[config.mk]
export PLATFORM = sky130hd
export DESIGN_NAME = pwes_cell
export DESIGN_NICKNAME = d
export VERILOG_FILES = /design/src/pwes_pkg.sv /design/src/pwes_cell.sv
export SDC_FILE = /design/constraint.sdc
export NUM_CORES = 1
export LEC_CHECK = 0
export BUFFER_PORTS_ARGS = -buffer_cell sky130_fd_sc_hd__buf_2
export CORE_MARGIN = 1.5
export CORE_UTILIZATION = 50
export DETAILED_ROUTE_END_ITERATION = 10
export GPL_TIMING_DRIVEN = 0
export PLACE_DENSITY = 0.8
export SLEW_MARGIN = 40
export SYNTH_ARGS = -nofsm -noshare
export SYNTH_HDL_FRONTEND = slang
export SYNTH_SLANG_ARGS = --single-unit
[constraint.sdc]
create_clock -name i_clk -period 8.5 [get_ports i_clk]
set_input_delay 1.7 -clock i_clk [delete_from_list [all_inputs] [get_ports i_clk]]
set_output_delay 1.7 -clock i_clk [all_outputs]
set_load 0.02 [all_outputs]
[src/pwes_pkg.sv]
// ----------------------------------------------------------------------------
// pwes_pkg
// Shared types and constants of the position window event sorter.
// ----------------------------------------------------------------------------
package pwes_pkg;

    localparam int TABLE_ENTRIES = 16;
    localparam int POSITION_BITS = 48;
    localparam int TRACK_BITS    = 8;
    localparam int PORT_IDX_W    = 4;
    localparam int TAB_AW        = (TABLE_ENTRIES > 1) ? $clog2(TABLE_ENTRIES) : 1;
    localparam int CNT_W         = $clog2(TABLE_ENTRIES + 3);

    typedef enum logic [1:0] {
        KIND_LOAD  = 2'd0,
        KIND_POLL  = 2'd1,
        KIND_CLEAR = 2'd2,
        KIND_SET   = 2'd3
    } t_kind;

    typedef enum logic [1:0] {
        ST_IDLE,
        ST_STREAM,
        ST_SETTLE,
        ST_DRAIN
    } t_state;

    // sort key: position, then track order, then slot
    typedef struct packed {
        logic [POSITION_BITS-1:0] pos;
        logic [TRACK_BITS-1:0]    trk;
        logic [TAB_AW-1:0]        idx;
    } t_key;

    typedef struct packed {
        logic clr;
        logic shift;
    } t_cell_ctl;

endpackage

[src/pwes_cell.sv]
// ----------------------------------------------------------------------------
// pwes_cell
// One cell of the insertion sort chain: keeps the smaller key, forwards the
// larger one to the right, and shifts left while the chain drains.
// ----------------------------------------------------------------------------
module pwes_cell (
    input  logic              i_clk,
    input  logic              i_rst_n,
    input  pwes_pkg::t_cell_ctl i_ctl,
    input  logic              i_lt_valid,
    input  pwes_pkg::t_key    i_lt_key,
    input  logic              i_rt_valid,
    input  pwes_pkg::t_key    i_rt_key,
    output logic              o_fwd_valid,
    output pwes_pkg::t_key    o_fwd_key,
    output logic              o_held_valid,
    output pwes_pkg::t_key    o_held_key
);

    logic           r_held_v;
    pwes_pkg::t_key r_held_key;
    logic           r_fwd_v;
    pwes_pkg::t_key r_fwd_key;
    logic           w_lt_smaller;

    assign w_lt_smaller = i_lt_key < r_held_key;

    always_ff @(posedge i_clk) begin
        if (!i_rst_n) begin
            r_held_v <= 1'b0;
            r_fwd_v  <= 1'b0;
        end else if (i_ctl.clr) begin
            r_held_v <= 1'b0;
            r_fwd_v  <= 1'b0;
        end else if (i_ctl.shift) begin
            r_held_v   <= i_rt_valid;
            r_held_key <= i_rt_key;
            r_fwd_v    <= 1'b0;
        end else if (i_lt_valid) begin
            if (!r_held_v) begin
                r_held_v   <= 1'b1;
                r_held_key <= i_lt_key;
                r_fwd_v    <= 1'b0;
            end else if (w_lt_smaller) begin
                r_held_key <= i_lt_key;
                r_fwd_key  <= r_held_key;
                r_fwd_v    <= 1'b1;
            end else begin
                r_fwd_key <= i_lt_key;
                r_fwd_v   <= 1'b1;
            end
        end else begin
            r_fwd_v <= 1'b0;
        end
    end

    assign o_fwd_valid  = r_fwd_v;
    assign o_fwd_key    = r_fwd_key;
    assign o_held_valid = r_held_v;
    assign o_held_key   = r_held_key;

endmodule

==> impl_metrics.csv <==
group,metric,value,unit
clock_network,clock_sinks,122,
yosys,yosysWarnings,0,
placement,gp_congestion,0.789,
sta,slew_headroom,45.6,%
yosys,yosys.area.top_type,"edfxtp_1",
pwr,power,0.00173,W
sta,report.final.slew_viol_count,0,
yosys,yosys-top-cells-area,"edfxtp_1 52%, mux2_4 13%, ha_1 11%",
sta,fin_crit_sh,53.8,%
placement,dpl.hpwl,13000,um
clock_network,clk_latency,410,ps
flow_run,max-cap-violations,0,
cells_and_area,diodes,0,
pwr,p_comb_share,15.0,%
worst_setup_path,path_cells,"buf_2 -> ha_1 -> nand4_1 -> nor3_1 -> nand3_1 -> a211o_1 -> o211ai_4 -> buf_8 -> a21oi_4 -> buf_8 -> buf_8",
sta,worstMarginPinSlew,810,ps
yosys,syn_area_per_cell,14.4,um^2
yosys,ys_async_sr_fraction,0,%
sta,fmax,0.219,GHz
pwr,power_switching,0.000391,W
routing,drt_iter0_drc,192,
yosys,synth_area,0.00687,mm^2
worst_setup_path,start_kind,"input port",
grt,antenna_found_initial,1,
clock_network,cts-root-buf,"clkbuf_16",
sta,timing.hold.ws,537,ps
die,dieArea,0.0145,mm^2
yosys,ys.flop_type,"edfxtp_1",
clock_network,h-tree-depth,4,
pwr,seqPwrFrac,40.3,%
grt,gr-total-overflow,0,
worst_setup_path,cp.required,8670,ps
grt,first_global_vias,5062,
yosys,synth-edff-count,120,
sta,fin_crit,4570,ps
pwr,p_int,0.00134,W
placement,port_buffers,246,
die,fp.dieW,120,um
pwr,leakagePower,4.14,nW
cells_and_area,fin_nets,932,
routing,wl,16800,um
die,rows,42,
min_path,min_path_type,"reg2reg",
die,start_util,51.5,%
clock_network,clk_path_buf_depth,2,
die,die_h,120,um
worst_setup_path,crit_type,"in2reg",
yosys,ys_types,33,
worst_setup_path,critPathArrivalTime,4740,ps
sta,clock_skew,6.60,ps
clock_network,post_cts_buffers,0,
sta,rsz0062_at_grt,"no",
grt,grt_util_all_layers,23.3,%
worst_setup_path,crit_fanout,14,
yosys,ys_ff_latch,122,
pwr,ir_worst_vdd,0.123,mV
routing,drc,0,
yosys,synth_commonest_cells,"120 x edfxtp_1, 61 x mux2_2, 59 x ha_1, 59 x inv_1, 59 x mux2_4",
routing,postRouteAntennaNets,0,
yosys,synth_top_area_share,52.4,%
die,core_region_area,0.0133,mm^2
worst_setup_path,crit_slowest_cell,"nor3_1",
cells_and_area,synthToLayoutAreaGrowth,31.9,%
routing,first_pass_iters,4,
outcome,outcome,"finished clean",
routing,routedWlPerCell,18.0,um
clock_network,cts_tree,"built",
grt,grt_max_degree,33,
worst_setup_path,endpoint_kind,"register",
clock_network,cts_hold_buf,0,
yosys,synth_seq_area_share,53.0,%
cells_and_area,drive_above_1_share,54.2,%
grt,grt_pass1_wl,25600,um
die,io_pins,248,
yosys,syn_nets,662,
yosys,yosysMostFrequentCell,"edfxtp_1",
routing,num_vias,4937,
clock_network,cts.repair.resized,0,
clock_network,numCtsBuffers,17,
pwr,clkPwrFrac,44.7,%
grt,met3_usage,6.18,%
grt,grt_busiest_layer,"met2",
worst_setup_path,cp_common_cell,"buf_8",
worst_setup_path,max_stage_delay,690,ps
grt,grt.met2_usage,41.9,%
worst_setup_path,r2r_slack,4920,ps
clock_network,clk_pin_slew_worst_paths,50,ps
routing,viasPerCell,5.27,
grt,grt_use_met1,26.6,%
sta,setup_viol,0,
pwr,swShare,22.6,%
sta,hold_viol,0,
yosys,syn_inst,477,
pwr,p_per_area,191,mW/mm^2
[worst max-delay path: cells and delay by family]
kind,cells,cell delay (ps)
AOI/OAI and AO/OA,3,790
adders and majority gates,1,310
and+or+nand+nor,3,1170
buffers and inverters,4,740
[power by group through the flow]
stage	Sequential (W)	Combinational, W	Clock, W
final	0.000697	0.000259	0.000773
after detailed placement	0.000709	0.000260	0
after global routing	0.000699	0.000282	0.000805
after global placement	0.000710	0.000244	0
after CTS	0.000697	0.000262	0.000782
after floorplan	0.000726	0.000153	0
[worst paths after layout]
kind                  start             end  depth (start not counted)
max            i_lt_key[58]  o_held_key[40]                         11
min            o_held_valid    o_held_valid                          1
max reg2reg  o_held_key[59]  o_held_key[40]                         11
min reg2reg    o_held_valid    o_held_valid                          1
[registers in the layout (all words and copies together) (netlist names)]
signal,count
o_held_key,60
o_fwd_key,60
o_fwd_valid,1
o_held_valid,1
[cell families after synthesis]
group | after synthesis | share of synthesized area, %
flops | 122 | 53.0
mux | 120 | 22.9
buf+inv | 72 | 4.92
fa+ha+maj | 59 | 10.7
simple gates | 54 | 3.86
compound gates | 50 | 4.59
[cells in the final DEF (no fill, tap or decap), types with 2 or more instances in the layout]
cell,n
a211oi_1,5
a21o_1,2
a21oi_1,22
a21oi_2,2
buf_1,6
buf_2,246
buf_8,9
bufinv_16,5
clkbuf_1,2
clkbuf_16,17
clkinv_1,2
clkinvlp_4,5
dfxtp_1,2
edfxtp_1,120
ha_1,59
inv_1,59
mux2_2,61
mux2_4,59
nand2_1,17
nand3_1,5
nand4_1,8
nor2_1,11
nor2b_1,4
nor3_1,2
nor4_1,2
o21ai_0,10
[through the flow]
step / cell area [um^2] / setup TNS (ps) / utilization (%) / cells / setup WS (ps)
after floorplan: 6870 / 0 / - / 477 / 1710
after global placement: 8320 / -22270 / 62.4 / 899 / -373
after detailed placement: 8430 / 0 / 63.2 / 904 / 3500
after CTS: 9070 / 0 / 67.9 / 936 / 3900
after global routing: 9070 / 0 / 67.9 / 936 / 3680
final: 9070 / 0 / 67.9 / 936 / 3930
[layout make-up]
cell class,count,area (um^2)
fill,973,4280
sequential,122,3640
multi-input combinational,283,2910
timing repair buffer,251,1320
clock buffer,19,433
inverter,59,221
tap,176,220
clock inverter,13,200
buffer,13,118
[metal layers]
layer | vias to the layer above | routed length [um]
met2 | 204 | 8770
met1 | 2374 | 6510
met4 | 2 | 306
li1 | 2329 | -
met3 | 28 | 1240
met5 | - | 15
Power figures use the tool's default switching activity.
